**src/pad_crop_flip_image_store_top_assert.svh**
```systemverilog
// assertion macros for the pad/crop/flip image store
// used by pad_crop_flip_image_store_top; expects clk and rst_n in scope
`ifndef PAD_CROP_FLIP_IMAGE_STORE_TOP_ASSERT_SVH
`define PAD_CROP_FLIP_IMAGE_STORE_TOP_ASSERT_SVH

// checked only while out of reset
`define PCFIS_ASSERT(lbl, prop, msg) \
    lbl: assert property (@(posedge clk) disable iff (!rst_n) prop) else $error(msg);

// checked on every edge, reset included
`define PCFIS_ASSERT_ALWAYS(lbl, prop, msg) \
    lbl: assert property (@(posedge clk) prop) else $error(msg);

`endif

```
**src/pcfis_pkg.sv**
```systemverilog
// shared types and constants for the pad/crop/flip image store
// no dependencies; imported by every module of the block
package pcfis_pkg;

    localparam int PIX_W   = 32;
    localparam int IDX_W   = 5;
    localparam int SIDE_W  = 6;
    localparam int CROP_W  = 7;
    localparam int COORD_W = 6;

    localparam int CMD_Q_DEPTH = 2;
    localparam int RSP_Q_DEPTH = 2;

    // action codes
    localparam logic ACT_LOAD  = 1'b0;
    localparam logic ACT_FETCH = 1'b1;

    // configuration register indexes (byte address / 4)
    localparam int CFG_ADDR_W = 5;
    localparam int CFG_DATA_W = 32;
    localparam logic [2:0] REG_SIDE   = 3'd0;
    localparam logic [2:0] REG_PAD    = 3'd1;
    localparam logic [2:0] REG_CROP_Y = 3'd2;
    localparam logic [2:0] REG_CROP_X = 3'd3;
    localparam logic [2:0] REG_MIRROR = 3'd4;

    localparam logic [SIDE_W-1:0] SIDE_RESET   = 6'd32;
    localparam logic [SIDE_W-1:0] PAD_RESET    = 6'd4;
    localparam logic [CROP_W-1:0] CROP_RESET   = 7'd0;
    localparam logic              MIRROR_RESET = 1'b0;

    typedef struct packed {
        logic             action;
        logic [IDX_W-1:0] row;
        logic [IDX_W-1:0] col;
        logic [PIX_W-1:0] pixel_in;
    } req_t;

    typedef struct packed {
        logic [PIX_W-1:0] pixel_out;
        logic             is_padding;
        logic             range_error;
    } rsp_t;

    typedef struct packed {
        logic [SIDE_W-1:0] side;
        logic [SIDE_W-1:0] pad;
        logic [CROP_W-1:0] crop_y;
        logic [CROP_W-1:0] crop_x;
        logic              mirror;
    } cfg_t;

    // classified work item between front and back
    typedef struct packed {
        logic               is_load;
        logic [COORD_W-1:0] y;
        logic [COORD_W-1:0] x;
        logic [PIX_W-1:0]   word;
        logic               is_padding;
        logic               range_error;
    } cmd_t;

endpackage

```
**src/pcfis_queue.sv**
```systemverilog
// short command queue between front and back
// depends on pcfis_pkg (cmd_t, CMD_Q_DEPTH)
module pcfis_queue
    import pcfis_pkg::*;
(
    input  logic clk,
    input  logic rst_n,
    input  logic push,
    input  cmd_t push_cmd,
    output logic push_ready,
    output logic pop_valid,
    input  logic pop_ready,
    output cmd_t pop_cmd
);

    localparam int PTR_W = (CMD_Q_DEPTH > 1) ? $clog2(CMD_Q_DEPTH) : 1;
    localparam int CNT_W = $clog2(CMD_Q_DEPTH + 1);

    cmd_t             slot_reg [CMD_Q_DEPTH];
    logic [PTR_W-1:0] wr_ptr_reg;
    logic [PTR_W-1:0] wr_ptr_next;
    logic [PTR_W-1:0] rd_ptr_reg;
    logic [PTR_W-1:0] rd_ptr_next;
    logic [CNT_W-1:0] cnt_reg;
    logic [CNT_W-1:0] cnt_next;
    logic             pop;

    always_comb
    begin
        push_ready  = (cnt_reg != CNT_W'(CMD_Q_DEPTH));
        pop_valid   = (cnt_reg != '0);
        pop_cmd     = slot_reg[rd_ptr_reg];
        pop         = pop_valid && pop_ready;
        wr_ptr_next = (wr_ptr_reg == PTR_W'(CMD_Q_DEPTH - 1)) ? '0 : wr_ptr_reg + 1'b1;
        rd_ptr_next = (rd_ptr_reg == PTR_W'(CMD_Q_DEPTH - 1)) ? '0 : rd_ptr_reg + 1'b1;
        cnt_next    = cnt_reg + CNT_W'(push) - CNT_W'(pop);
    end

    always_ff @(posedge clk or negedge rst_n)
    begin
        if (!rst_n)
        begin
            wr_ptr_reg <= '0;
            rd_ptr_reg <= '0;
            cnt_reg    <= '0;
        end
        else
        begin
            if (push)
            begin
                wr_ptr_reg <= wr_ptr_next;
            end
            if (pop)
            begin
                rd_ptr_reg <= rd_ptr_next;
            end
            cnt_reg <= cnt_next;
        end
    end

    always_ff @(posedge clk)
    begin
        if (push)
        begin
            slot_reg[wr_ptr_reg] <= push_cmd;
        end
    end

endmodule

```
**config.mk**
```make
export PLATFORM = sky130hd
export DESIGN_NAME = pcfis_queue
export DESIGN_NICKNAME = d
export VERILOG_FILES = /design/src/pad_crop_flip_image_store_top_assert.svh /design/src/pcfis_pkg.sv /design/src/pcfis_queue.sv
export SDC_FILE = /design/constraint.sdc
export NUM_CORES = 1
export LEC_CHECK = 0
export ABC_AREA = 1
export BUFFER_PORTS_ARGS = -buffer_cell sky130_fd_sc_hd__buf_2
export CAP_MARGIN = 20
export CORE_MARGIN = 5
export CORE_UTILIZATION = 30
export DETAILED_ROUTE_END_ITERATION = 8
export PLACE_DENSITY_LB_ADDON = 0.08
export SLEW_MARGIN = 10
export SYNTH_ARGS = -nofsm -noshare
export SYNTH_HDL_FRONTEND = slang
export SYNTH_SLANG_ARGS = --single-unit
```
**constraint.sdc**
```tcl
create_clock -name clk -period 2.8 [get_ports clk]
set_input_delay 0.14 -clock clk [delete_from_list [all_inputs] [get_ports clk]]
set_output_delay 0.14 -clock clk [all_outputs]
set_load 0.05 [all_outputs]
```
==> out/qor.yml <==
reg2reg_to: "slot_reg[1][44]"
cts_htree_levels: 3
worst_ep_arrival_time_ns: 1.91
gp_routability_congestion: 0.744
hold-path-cell-count: 1
hold_viol_final: 0
avgSynthCellArea_um2: 13.2
r2r_cells: 3
pin_count: 100
hpwl_mm: 4.62
numPortBuffers: 99
grt_pass1_vias: 2376
path_class: "reg -> out"
post-route-min-period_ns: 2.05
yosys_register_bits: 98
worstMarginPinSlew_ns: 0.925
clkSinkCount: 98
cap_violations: 0
min_from: "push_cmd[1]"
slew_violations: 0
clockBufferDepth: 2
start_util_pct: 30.4
grt.total_usage_pct: 11.2
cts_resized: 0
finalCritPeriodShare_pct: 73.1
synth_commonest_cells: "152 x nand2_1, 94 x edfxtp_1, 8 x inv_1"
largest_reg_flops: 94
synth_area_um2: 3630
dr.pass1.iters: 4
ff2ff_setup_slack_ns: 1.21
fin_skew_ns: 0.00393
synth_most_common_cell: "nand2_1"
die_w_um: 120
clock.fmax_ghz: 0.488
ys_async_sr_fraction_pct: 4.08
fp.coreArea_um2: 12000
antenna_found_initial: 0
clock_latency_ns: 0.33
clk_pin_slew_ns: 0.06
status: "finished clean"
final-setup-viol-count: 0
die-area_um2: 14400
fin_nets: 477
grt_first_pass_wirelength_mm: 12.2
grt_max_degree: 49
antenna-diode-count: 0
wl_per_cell_um: 13.7
drtIter0Drc: 130
peakVddDrop_uv: 426
vias: 2387
max_slew_margin_pct: 38.2
holdPathEnd: "slot_reg[0][1]"
postRouteAntennaNets: 0
crit_fanout: 48
holdWs_ns: 0.0109
die_h_um: 120
power.leakage_nw: 2.17
required_ns: 2.66
grt-ovfl-total: 0
final_util_pct: 42.0
fill_cells: 1132
rr_startpoint: "wr_ptr_reg"
cellPowerDensity_nw_per_um2: 1140
area_growth_pct: 38.1
syn-num-nets: 328
numCtsBuffers: 9
drcViolationCount: 0
viasPerCell: 4.15
critPathLaunchType: "flip-flop"
seq_area_frac_synth_pct: 80.4
synth.largest_area_cell: "edfxtp_1"
cts_tree: "done"
layout-drive-gt1-share_pct: 27.6
num_rows: 40
post_cts_buffers: 0
min_path_type: "in -> reg"
grt_setup_unrepaired: "no"
synth-edff-count: 94
synth_top_area_share_pct: 77.7
wl_mm: 7.86
cts.root.buffer_cell: "clkbuf_16"
syn_inst: 275
critPathCaptureType: "output port"
ys.flop_type: "edfxtp_1"
synth_area_leaders: "edfxtp_1 78%, nand2_1 16%, dfrtp_1 2.8%"
yosysWarnings: 0
ys_types: 11
timing.setup.tns_ns: 0
==> critical path, stage by stage (launching register included) <==
cell,delay (ns)
dfrtp_2,0.40
inv_2,0.67
nand2_1,0.10
nand2_1,0.12
buf_2,0.27
==> layout make-up <==
class	instances	area, um2	share of cell area, %
multi-input cells	158	626	12.5
inverters	9	33.8	0.673
repair buffers	148	1000	19.9
flip-flops and latches	98	2920	58.2
clock inverters	4	20.0	0.399
well taps	147	184	3.66
clock buffers	11	233	4.63
==> cell usage in the layout (no fill, tap or decap), drive strengths merged <==
| master | instances |
|---|---|
| dfrtp | 4 |
| nand2 | 152 |
| clkbuf | 11 |
| dlygate4sd3 | 45 |
| edfxtp | 94 |
| buf | 103 |
| inv | 9 |
| clkinv | 3 |
| nand3 | 2 |
| ha | 2 |
| nor2 | 1 |
| clkinvlp | 1 |
| xor2 | 1 |
==> through the flow <==
step                instances  instance area, um2  power (mW)  setup WS [ns]
finish                    575                5020        5.73          0.753
global route              575                5020        6.07          0.518
detailed placement        515                4320        4.69           1.02
CTS                       575                5020        5.83          0.649
global placement          515                4320        4.68           1.05
floorplan                 275                3640        4.02          0.741
==> repair_timing <==
action	CTS	global route
setup endpoints to repair	0	0
endpoints found under the hold margin	91	0
hold buffers	45	0
==> report_power, final <==
group,switching (mW),internal [mW]
sequential,0.0717,1.95
combinational,2.09,0.539
clock,0.490,0.590
total,2.65,3.08
==> cells by family (layout without fill, tap and decap cells) <==
logic type / Yosys count / after routing / synth area share [%]
XOR/XNOR: 1 / 1 / 0.241
adder cells (fa/ha/maj): 2 / 2 / 0.688
buffers and inverters: 19 / 172 / 2.58
flip-flops: 98 / 98 / 80.4
AND/OR/NAND/NOR: 155 / 155 / 16.1
==> worst max path at each step <==
stage / start / to / slack (ns) / cells after the start
final: rd_ptr_reg / pop_cmd[31] / 0.75 / 4
after global routing: rd_ptr_reg / pop_cmd[43] / 0.52 / 4
after CTS: rd_ptr_reg / pop_cmd[43] / 0.65 / 4
after detailed placement: rd_ptr_reg / pop_cmd[43] / 1.02 / 4
after global placement: rd_ptr_reg / pop_cmd[45] / 1.05 / 4
after floorplan: wr_ptr_reg / slot_reg[0][0] / 0.74 / 1
==> per-layer routing <==
metal  global-route usage (%)  up-vias  routed length (um)  part of all wire (%)
li1                         -     1209                   -                     -
met1                     13.6     1097                3500                    44
met2                     18.4       73                3700                    47
met3                     4.05        8                 561                   7.1
met4                     3.65        0                 106                   1.3
met5                        0        -                   0                     0
(Power assumes the default switching activity.)
