==> src/pad_crop_flip_image_store_top_assert.svh <==
// assertion macros for the pad/crop/flip image store
// used by pad_crop_flip_image_store_top; expects clk and rst_n in scope
`ifndef PAD_CROP_FLIP_IMAGE_STORE_TOP_ASSERT_SVH
`define PAD_CROP_FLIP_IMAGE_STORE_TOP_ASSERT_SVH

// checked only while out of reset
`define PCFIS_ASSERT(lbl, prop, msg) \
    lbl: assert property (@(posedge clk) disable iff (!rst_n) prop) else $error(msg);

// checked on every edge, reset included
`define PCFIS_ASSERT_ALWAYS(lbl, prop, msg) \
    lbl: assert property (@(posedge clk) prop) else $error(msg);

`endif

==> src/pcfis_pkg.sv <==
// shared types and constants for the pad/crop/flip image store
// no dependencies; imported by every module of the block
package pcfis_pkg;

    localparam int PIX_W   = 32;
    localparam int IDX_W   = 5;
    localparam int SIDE_W  = 6;
    localparam int CROP_W  = 7;
    localparam int COORD_W = 6;

    localparam int CMD_Q_DEPTH = 2;
    localparam int RSP_Q_DEPTH = 2;

    // action codes
    localparam logic ACT_LOAD  = 1'b0;
    localparam logic ACT_FETCH = 1'b1;

    // configuration register indexes (byte address / 4)
    localparam int CFG_ADDR_W = 5;
    localparam int CFG_DATA_W = 32;
    localparam logic [2:0] REG_SIDE   = 3'd0;
    localparam logic [2:0] REG_PAD    = 3'd1;
    localparam logic [2:0] REG_CROP_Y = 3'd2;
    localparam logic [2:0] REG_CROP_X = 3'd3;
    localparam logic [2:0] REG_MIRROR = 3'd4;

    localparam logic [SIDE_W-1:0] SIDE_RESET   = 6'd32;
    localparam logic [SIDE_W-1:0] PAD_RESET    = 6'd4;
    localparam logic [CROP_W-1:0] CROP_RESET   = 7'd0;
    localparam logic              MIRROR_RESET = 1'b0;

    typedef struct packed {
        logic             action;
        logic [IDX_W-1:0] row;
        logic [IDX_W-1:0] col;
        logic [PIX_W-1:0] pixel_in;
    } req_t;

    typedef struct packed {
        logic [PIX_W-1:0] pixel_out;
        logic             is_padding;
        logic             range_error;
    } rsp_t;

    typedef struct packed {
        logic [SIDE_W-1:0] side;
        logic [SIDE_W-1:0] pad;
        logic [CROP_W-1:0] crop_y;
        logic [CROP_W-1:0] crop_x;
        logic              mirror;
    } cfg_t;

    // classified work item between front and back
    typedef struct packed {
        logic               is_load;
        logic [COORD_W-1:0] y;
        logic [COORD_W-1:0] x;
        logic [PIX_W-1:0]   word;
        logic               is_padding;
        logic               range_error;
    } cmd_t;

endpackage

==> src/pcfis_front.sv <==
// front end: accepts items, maps fetch coordinates through pad/crop/mirror
// depends on pcfis_pkg; feeds pcfis_queue
module pcfis_front
    import pcfis_pkg::*;
#(
    parameter int MAX_SIDE = 32
)
(
    input  logic req_valid,
    output logic req_ready,
    input  req_t req,
    input  cfg_t cfg,
    input  logic q_ready,
    output logic q_push,
    output cmd_t q_cmd
);

    localparam int SIDE_CAP = (MAX_SIDE > 63) ? 63 : MAX_SIDE;

    logic [SIDE_W-1:0]  eff_side;
    logic [CROP_W-1:0]  crop_lim;
    logic [CROP_W-1:0]  cy;
    logic [CROP_W-1:0]  cx;
    logic [SIDE_W-1:0]  px;
    logic signed [9:0]  sy;
    logic signed [9:0]  sx;
    logic signed [9:0]  side_s;
    logic               in_range;
    logic               pad_hit;
    logic               load_ok;
    logic               is_load;

    always_comb
    begin
        eff_side = (int'(cfg.side) > SIDE_CAP) ? SIDE_W'(SIDE_CAP) : cfg.side;
        crop_lim = {cfg.pad, 1'b0};
        cy       = (cfg.crop_y > crop_lim) ? crop_lim : cfg.crop_y;
        cx       = (cfg.crop_x > crop_lim) ? crop_lim : cfg.crop_x;
        in_range = ({1'b0, req.row} < eff_side) && ({1'b0, req.col} < eff_side);
        // mirror inside the cropped patch
        px       = cfg.mirror ? (eff_side - 6'd1 - {1'b0, req.col}) : {1'b0, req.col};
        sy       = $signed({5'd0, req.row}) + $signed({3'd0, cy}) - $signed({4'd0, cfg.pad});
        sx       = $signed({4'd0, px}) + $signed({3'd0, cx}) - $signed({4'd0, cfg.pad});
        side_s   = $signed({4'd0, eff_side});
        pad_hit  = sy[9] || sx[9] || (sy >= side_s) || (sx >= side_s);
        load_ok  = (int'(req.row) < MAX_SIDE) && (int'(req.col) < MAX_SIDE);
        is_load  = (req.action == ACT_LOAD);

        q_cmd.is_load     = is_load;
        q_cmd.word        = req.pixel_in;
        q_cmd.range_error = !is_load && !in_range;
        q_cmd.is_padding  = !is_load && in_range && pad_hit;
        if (is_load)
        begin
            q_cmd.y = {1'b0, req.row};
            q_cmd.x = {1'b0, req.col};
        end
        else
        begin
            q_cmd.y = sy[COORD_W-1:0];
            q_cmd.x = sx[COORD_W-1:0];
        end

        req_ready = q_ready;
        // loads outside the store are taken and dropped
        q_push    = req_valid && q_ready && (!is_load || load_ok);
    end

endmodule

==> config.mk <==
export PLATFORM = sky130hd
export DESIGN_NAME = pcfis_front
export DESIGN_NICKNAME = d
export VERILOG_FILES = /design/src/pad_crop_flip_image_store_top_assert.svh /design/src/pcfis_pkg.sv /design/src/pcfis_front.sv
export SDC_FILE = /design/constraint.sdc
export NUM_CORES = 1
export LEC_CHECK = 0
export BUFFER_PORTS_ARGS = -buffer_cell sky130_fd_sc_hd__buf_2
export CAP_MARGIN = 20
export CORE_MARGIN = 2
export CORE_UTILIZATION = 49
export DETAILED_ROUTE_END_ITERATION = 10
export PLACE_DENSITY = 0.87
export SETUP_SLACK_MARGIN = 0.4
export SLEW_MARGIN = 20
export SYNTH_ARGS = -nofsm -noshare
export SYNTH_HDL_FRONTEND = slang
export SYNTH_SLANG_ARGS = --single-unit
==> constraint.sdc <==
create_clock -name vclk -period 5.9
set_clock_uncertainty 0.05 [all_clocks]
set_input_delay 0 -clock vclk [all_inputs]
set_output_delay 0 -clock vclk [all_outputs]
set_load 0.02 [all_outputs]
==> metrics.md, run 1 <==
| Metric | Value |
|---|---|
| Detail Route Antenna Nets | `0` |
| # IOs | `121` |
| Final setup violating endpoints | `0` |
| Antenna cells | `0` |
| Critical Path Start | `cfg[19]` |
| Die Area | `5400 sq um` |
| Routed WL | `6010 microns` |
| Synthesized area per cell | `7.84 sq um` |
| DRC viols | `0` |
| Post-synth top area share | `30.7%` |
| Initial antenna violation count | `0` |
| Maximum vdd drop | `0.000104 V` |
| First drt pass iteration count | `4` |
| # clk buffers | `0` |
| Top post-synthesis cells by count | `58 x ha_1, 40 x inv_1, 34 x buf_4` |
| DP HPWL | `4900 microns` |
| Horiz. Die Dim | `73.5 microns` |
| Synth area leaders | `ha_1 31%, buf_4 11%, fa_1 10%, inv_1 6.3%, mux2_2 4.3%` |
| Yosys top cell by area | `ha_1` |
| Row cnt | `25` |
| Critical Path End Type | `output pin` |
| Max Freq | `201 MHz` |
| Final hold violation count | `0` |
| Crit-path max FO | `5` |
| Crit share post-route | `84.2%` |
| Vias in the first global route | `2122` |
| Largest net degree at the start of global routing | `22` |
| Worst setup SP type | `primary input` |
| Tot Pwr | `0.548 mW` |
| Fillers | `412` |
| Critical path required time | `5.85 ns` |
| Core box area | `4690 sq um` |
| Post-synthesis sequential area ratio | `0%` |
| Post-Syn Nets | `444` |
| Syn Inst Count | `302` |
| DR iter-0 viols | `87` |
| DR vias/cell | `5.52` |
| Final Slew Violations | `0` |
| Tmin final | `4.97 ns` |
| Setup Fix Bufs, Post-CTS | `0` |
| Hold crit path type | `in -> out` |
| Top-count cell post-synth | `ha_1` |
| Register Area | `0 sq um` |
| Seq cells | `0` |
| Final TNS setup | `0 ns` |
| Max transition margin | `67.6%` |
| RSZ-0062 raised after global routing | `no` |
| Nets@finish | `498` |
| Routed wire per std cell | `14.7 microns` |
| P&R area growth vs syn | `17.5%` |
| Vias | `2254` |
| Power Dens Cells | `197 nW/um^2` |
| First-pass GRT wire length | `9200 microns` |
| Setup CP Type | `in -> out` |
| Critical Path Sink | `q_cmd[1]` |
| Die Ht | `73.5 microns` |
| Arrival @ worst endpoint | `4.92 ns` |
| Library cells used by synthesis | `36` |
| PortBufs | `57` |
| GP Congestion | `0.947` |
| Worst setup margin | `0.934 ns` |
| Total GRT Usage | `21.0%` |
| Leakage | `1.50 nW` |
| Hold WS | `0.178 ns` |
| Status | `completed` |
| Max cap viols | `0` |
| Pre-CTS setup slack | `0.864 ns` |
| Fin util | `59.3%` |
| Post-synthesis cell area | `2370 sq um` |
| Layout cells sized above 1 | `19.8%` |
| Starting Density | `50.5%` |
| Slew @ Worst Pin | `0.484 ns` |
| Grt ovf | `0` |
| Yosys warns | `0` |
==> power breakdown <==
group	total, mW	internal, mW	switching [mW]
combinational	0.548	0.235	0.313
sequential	0	0	0
clock	0	0	0
total	0.548	0.235	0.313
==> per-layer routing <==
metal / routed length, microns / GRT usage, %
met3: 273 / 0.823
met2: 3270 / 40.6
met1: 2320 / 25.2
met4: 142 / 5.05
met5: 0 / 0
==> cell usage in the layout, fill, tap and decap left out, types with 2 or more instances in the layout <==
master,n
nor2b_1,2
a21oi_1,12
nand2b_1,5
a21o_1,11
fa_1,12
xnor2_1,8
o211ai_1,3
inv_1,40
o21bai_1,3
xor2_1,4
mux2_2,9
nand4_1,3
a31oi_1,2
buf_2,57
nand3_1,2
ha_1,58
dlygate4sd3_1,32
a211oi_1,6
mux2i_1,6
nor3_1,3
a211oi_2,2
o21ai_0,19
and2_1,5
nor2_1,16
nand2_1,22
==> kinds of logic (layout without fill, tap and decap cells) <==
kind of cell,Yosys count,after routing,synth area share [%]
buffers and inverters,77,129,17.6
adders and majority gates,70,70,40.8
AOI/OAI and AO/OA,65,65,17.9
and+or+nand+nor,63,63,12.4
muxes,15,15,6.82
xor gates and xnor gates,12,12,4.44
==> final cells by class <==
type               instances  area [sq um]  share of cell area, %
repair buffers            89           606                   21.8
well taps                 54          67.6                   2.43
multi-input cells        225          1960                   70.4
inverters                 40           150                   5.40
==> repair_timing <==
| action | CTS | global route |
|---|---|---|
| hold buffers | 32 | 0 |
| gates resized for setup | 0 | 2 |
| endpoints found under the hold margin | 32 | 0 |
| endpoints found under the setup margin | 0 | 1 |
==> how the worst min path moves through the flow <==
stage,start,endpoint,slack (ns),depth (start not counted)
after detailed placement,req[11],q_cmd[13],-0.05,0
after floorplan,req[8],q_cmd[10],0.06,1
final,q_ready,req_ready,0.18,2
after global placement,req[11],q_cmd[13],-0.05,0
after CTS,q_ready,req_ready,0.18,2
after global routing,q_ready,req_ready,0.20,2
==> critical path: stages <==
cell	delay [ns]
buf_2	0.10
inv_1	0.12
ha_1	0.34
nand4_1	0.12
a21oi_1	0.17
a211oi_2	0.09
nor2_1	0.41
mux2i_1	0.36
fa_1	0.47
inv_1	0.11
ha_1	0.24
a21o_1	0.17
a21oi_1	0.21
o21ai_0	0.16
nor2_1	0.14
xnor2_1	0.17
ha_1	0.29
a2111oi_0	0.42
nand4_1	0.14
nor4_1	0.36
a311oi_2	0.15
buf_2	0.18
==> per-stage QoR <==
step | cells | instance area, sq um
after floorplan | 302 | 2370
after global placement | 376 | 2450
after detailed placement | 376 | 2450
after CTS | 408 | 2770
after global routing | 408 | 2780
final | 408 | 2780
Power figures use the tool's default switching activity.
==> run 2: changes to the inputs <==
clock period = 4.8 ns   (was 5.9 ns; I/O delays follow)
==> run 2 against run 1 <==
Against the previous run:
- utilization is 11 points higher
- combinational power grew 60%
- routed wire length is 29% higher
- sequential share of layout area stayed put
- die area did not move
- non-clock buffer count up 26
- cell count up 6.4%
- critical path type unchanged
==> metrics.md, run 2 (synthesis gave the netlist of run 1 again) <==
| Metric | Value |
|---|---|
| Status | `completed` |
| # IOs | `121` |
| Tmin final | `4.51 ns` |
| Finished Layout Cells | `434` |
| DR vias/cell | `5.86` |
| # clk buffers | `0` |
| Cell area after layout | `3300 sq um` |
| Starting Density | `50.5%` |
| Commonest cells after routing, fill and taps aside | `49 x buf_2, 48 x ha_1, 33 x inv_1` |
| Largest net degree at the start of global routing | `22` |
| Die Area | `5400 sq um` |
| Row cnt | `25` |
| Layout cells sized above 1 | `34.7%` |
| Power Dens Cells | `266 nW/um^2` |
| Arrival @ worst endpoint | `4.46 ns` |
| DR iter-0 viols | `185` |
| First-pass GRT wire length | `10300 microns` |
| Vias | `2545` |
| Crit-path max FO | `5` |
| Seq cells | `0` |
| Tot Pwr | `0.877 mW` |
| Crit path max-delay family | `compound AO/OA/AOI/OAI gates` |
| Critical Path Start | `cfg[18]` |
| Total GRT Usage | `23.8%` |
| Core box area | `4690 sq um` |
| Cell count along the critical path | `22` |
| Final setup violating endpoints | `0` |
| Fillers | `328` |
| Critical path, cell by cell | `buf_12 -> inv_8 -> ha_4 -> nand4_1 -> a21oi_2 -> a211oi_2 -> nor2_2 -> mux2_4 -> fa_1 -> ha_4 -> a211oi_2 -> nor2_1 -> o21a_1 -> nor2_2 -> xnor2_2 -> ha_1 -> a22o_1 -> a2111oi_2 -> nand4_1 -> nor4_4 -> a311oi_2 -> buf_4` |
| Placed cells | `387` |
| Final Slew Violations | `0` |
| Max Freq | `222 MHz` |
| Fin util | `70.3%` |
| DP HPWL | `5030 microns` |
| Critical Path Sink | `q_cmd[1]` |
| PortBufs | `57` |
| DP Area | `2540 sq um` |
| GP Congestion | `0.992` |
| Routed wire per std cell | `17.8 microns` |
| DRC viols | `0` |
| Nets@finish | `524` |
| Routed WL | `7720 microns` |
| CP bufs+invs | `3` |
| Critical Path End Type | `output pin` |
| Die Ht | `73.5 microns` |
| Critical path required time | `4.75 ns` |
| Leakage | `1.68 nW` |
| Setup CP Type | `in -> out` |
| Antenna cells | `0` |
| Grt ovf | `0` |
| P&R area growth vs syn | `39.3%` |
| Worst setup SP type | `primary input` |
| Crit share post-route | `94.0%` |
| Initial antenna violation count | `0` |
| RSZ-0062 raised after global routing | `yes` |
| Slew @ Worst Pin | `0.487 ns` |
| Max cap viols | `0` |
| Maximum vdd drop | `0.000163 V` |
| Hold crit path type | `in -> out` |
| Max incr delay on CP | `0.51 ns` |
| Most common cell after layout, fill and taps aside | `buf_2` |
| Detail Route Antenna Nets | `0` |
| Final hold violation count | `0` |
| Slowest CP cell | `fa_1` |
| Register Area | `0 sq um` |
| First drt pass iteration count | `4` |
| Vias in the first global route | `2321` |
| Max transition margin | `66.6%` |
| Horiz. Die Dim | `73.5 microns` |
==> run 2: changes by cell type in the layout (fill, tap and decap cells not counted), sizes merged <==
| cell | change |
|---|---|
| buf | +26 |
==> run 2: worst min path at each step <==
stage	startpoint	end	slack [ns]	cells past startpoint
CTS	q_ready	req_ready	0.18	2
finish	q_ready	req_ready	0.18	2
global route	q_ready	req_ready	0.20	2
global placement	req[11]	q_cmd[13]	-0.05	0
floorplan	req[8]	q_cmd[10]	0.06	1
detailed placement	req[11]	q_cmd[13]	-0.05	0
==> run 2: stage by stage <==
| step | setup TNS (ns) | setup slack [ns] | hold WS, ns |
|---|---|---|---|
| finish | 0 | 0.290 | 0.179 |
| global route | 0 | 0.0534 | 0.198 |
| CTS | 0 | 0.401 | 0.181 |
| detailed placement | -0.0166 | -0.0166 | -0.0499 |
| global placement | 0 | 0.0252 | -0.0499 |
| floorplan | 0 | 0.456 | 0.0626 |
==> run 2: what timing repair did <==
item	CTS	global route
cloned	0	0
resized for setup	43	35
setup endpoints to repair	1	1
hold buffers	32	0
endpoints found under the hold margin	32	0
pin swaps	29	29
buffers inserted	6	9
==> run 2: where the power goes <==
group	switching, mW	leakage, nW	total (mW)	internal (mW)
registers	0	0	0	0
clock network	0	0	0	0
logic	0.473	1.68	0.877	0.404
total	0.473	1.68	0.877	0.404
==> run 2: cell type report <==
class | instances | area [sq um] | area share (%)
inverters | 40 | 173 | 5.24
multi-input cells | 225 | 2190 | 66.4
repair buffers | 115 | 868 | 26.3
well taps | 54 | 67.6 | 2.05
==> run 2: per-layer routing <==
layer  up-vias  global-route usage [%]  part of all wire [%]  wire length, microns
li1       1164                       -                     -                     -
met1      1204                    30.6                    38                  2960
met2       142                    43.3                    51                  3960
met3        35                   0.549                   6.0                   467
met4         0                    6.87                   4.4                   336
met5         -                       0                     0                     0
==> run 3: changes to the inputs <==
ABC_AREA = 0   (was default)
CORE_ASPECT_RATIO = 0.75   (was default)
SLEW_MARGIN = 10   (was 20)
==> run 3 against run 2 <==
Against the previous run:
- combinational power rose by 9.2%
- sequential cell count did not move
- via count rose by 5.5%
- global-route usage rose by 4.5 points
- final area rose by 1.5%
- critical path depth did not move
- worst setup slack got worse by 0.080 ns
- sequential share of layout area did not move
- die area rose by 0.11%
- first-iteration DRC count fell by 4.3%
- routed wire length rose by 20%
- cell count rose by 1.6%
- largest power group unchanged
==> metrics.md, run 3 (synthesis gave the netlist of run 1 again) <==
| Metric | Value |
|---|---|
| Max Freq | `218 MHz` |
| Arrival @ worst endpoint | `4.54 ns` |
| Detail Route Antenna Nets | `0` |
| Pre-CTS setup slack | `0.0234 ns` |
| DR vias/cell | `6.09` |
| Die Area | `5410 sq um` |
| Setup CP Type | `in -> out` |
| DP HPWL | `4970 microns` |
| # clk buffers | `0` |
| Layout cells sized above 1 | `35.2%` |
| First drt pass iteration count | `5` |
| Fillers | `286` |
| Starting Density | `52.1%` |
| Routed WL | `9280 microns` |
| Final hold violation count | `0` |
| RSZ-0062 raised after global routing | `yes` |
| Largest net degree at the start of global routing | `22` |
| Slew @ Worst Pin | `0.436 ns` |
| Critical Path End Type | `output pin` |
| Multi-input gate area | `2220 sq um` |
| Horiz. Die Dim | `84.3 microns` |
| Final Slew Violations | `0` |
| Crit share post-route | `95.6%` |
| Vias in the first global route | `2620` |
| First-pass GRT wire length | `12600 microns` |
| Finished Layout Cells | `441` |
| Routed wire per std cell | `21.0 microns` |
| DRC viols | `0` |
| PortBufs | `57` |
| # IOs | `121` |
| Grt ovf | `0` |
| Leakage | `1.68 nW` |
| Placed cells | `391` |
| Core box area | `4550 sq um` |
| Max transition margin | `70.1%` |
| Cell area after layout | `3350 sq um` |
| DP Area | `2550 sq um` |
| Power Dens Cells | `286 nW/um^2` |
| Status | `completed` |
| Initial antenna violation count | `1` |
| Final TNS setup | `0 ns` |
| Total GRT Usage | `28.3%` |
| Most common cell after layout, fill and taps aside | `buf_2` |
| Maximum vdd drop | `0.000239 V` |
| Max cap viols | `0` |
| Vias | `2685` |
| Nets@finish | `527` |
| Worst setup SP type | `primary input` |
| Crit-path max FO | `5` |
| DR iter-0 viols | `177` |
| Worst setup margin | `0.209 ns` |
| GP Congestion | `1.01` |
| Seq cells | `0` |
| Die Ht | `64.2 microns` |
| Final setup violating endpoints | `0` |
| P&R area growth vs syn | `41.3%` |
| Hold crit path type | `in -> out` |
| Commonest cells after routing, fill and taps aside | `48 x buf_2, 47 x ha_1, 33 x inv_1` |
| Fin util | `73.6%` |
| Tmin final | `4.59 ns` |
| Register Area | `0 sq um` |
| Critical path required time | `4.75 ns` |
| Row cnt | `21` |
==> run 3: changes by cell type in the layout (fill, tap and decap cells not counted), moves of 2 or more <==
cell     delta
buf_6       +2
buf_4       +3
xnor2_1     +2
ha_4        +2
xnor2_2     -2
==> run 3: metrics by stage <==
step / power (mW) / hold WS [ns]
after global routing: 1.02 / 0.193
after floorplan: 0.500 / 0.0626
final: 0.958 / 0.181
after CTS: 0.779 / 0.185
after global placement: 0.613 / -0.0499
after detailed placement: 0.635 / -0.0499
==> run 3: final cells by class <==
| class | instances | area share [%] |
|---|---|---|
| antenna | 1 | 0.0748 |
| timing repair buffer | 118 | 26.6 |
| tap | 57 | 2.13 |
| multi-input combinational | 225 | 66.2 |
| inverter | 40 | 5.01 |
==> run 3: critical path, cell delays in order <==
cell,delay (ns)
buf_2,0.14
nor2b_4,0.15
ha_1,0.20
inv_1,0.06
fa_1,0.40
xnor2_1,0.18
nand2_1,0.09
o21ai_0,0.19
fa_1,0.55
ha_4,0.22
a211oi_2,0.21
nor2_2,0.09
o21a_1,0.19
nor2_1,0.14
xnor2_1,0.20
ha_1,0.31
a22o_1,0.27
a2111oi_4,0.19
nand4_1,0.15
nor4_2,0.28
a311oi_2,0.13
buf_4,0.18
==> run 3: worst paths after layout <==
check                from   endpoint  slack (ns)  cells after the start
hold / removal    q_ready  req_ready        0.18                      2
setup / recovery  cfg[26]   q_cmd[1]        0.21                     22
==> run 3: report_power, final <==
group	switching (mW)	internal (mW)	leakage, nW
Combinational	0.522	0.436	1.68
Sequential	0	0	0
Clock	0	0.0000000279	0.00000634
Total	0.522	0.436	1.68
==> run 3: layer usage <==
layer | vias up | part of all wire (%) | track usage [%]
met5 | - | 0 | 0
met4 | 0 | 8.0 | 10.9
met3 | 73 | 8.8 | 3.75
met2 | 203 | 47 | 51.8
met1 | 1240 | 36 | 33.6
li1 | 1169 | - | -
==> run 3: timing repair <==
item                                   CTS  global route
endpoints found under the hold margin   32             0
setup endpoints to repair                1             1
gates resized for setup                 42            37
pin swaps                               29            31
hold buffers                            32             0
buffers inserted                        10             7
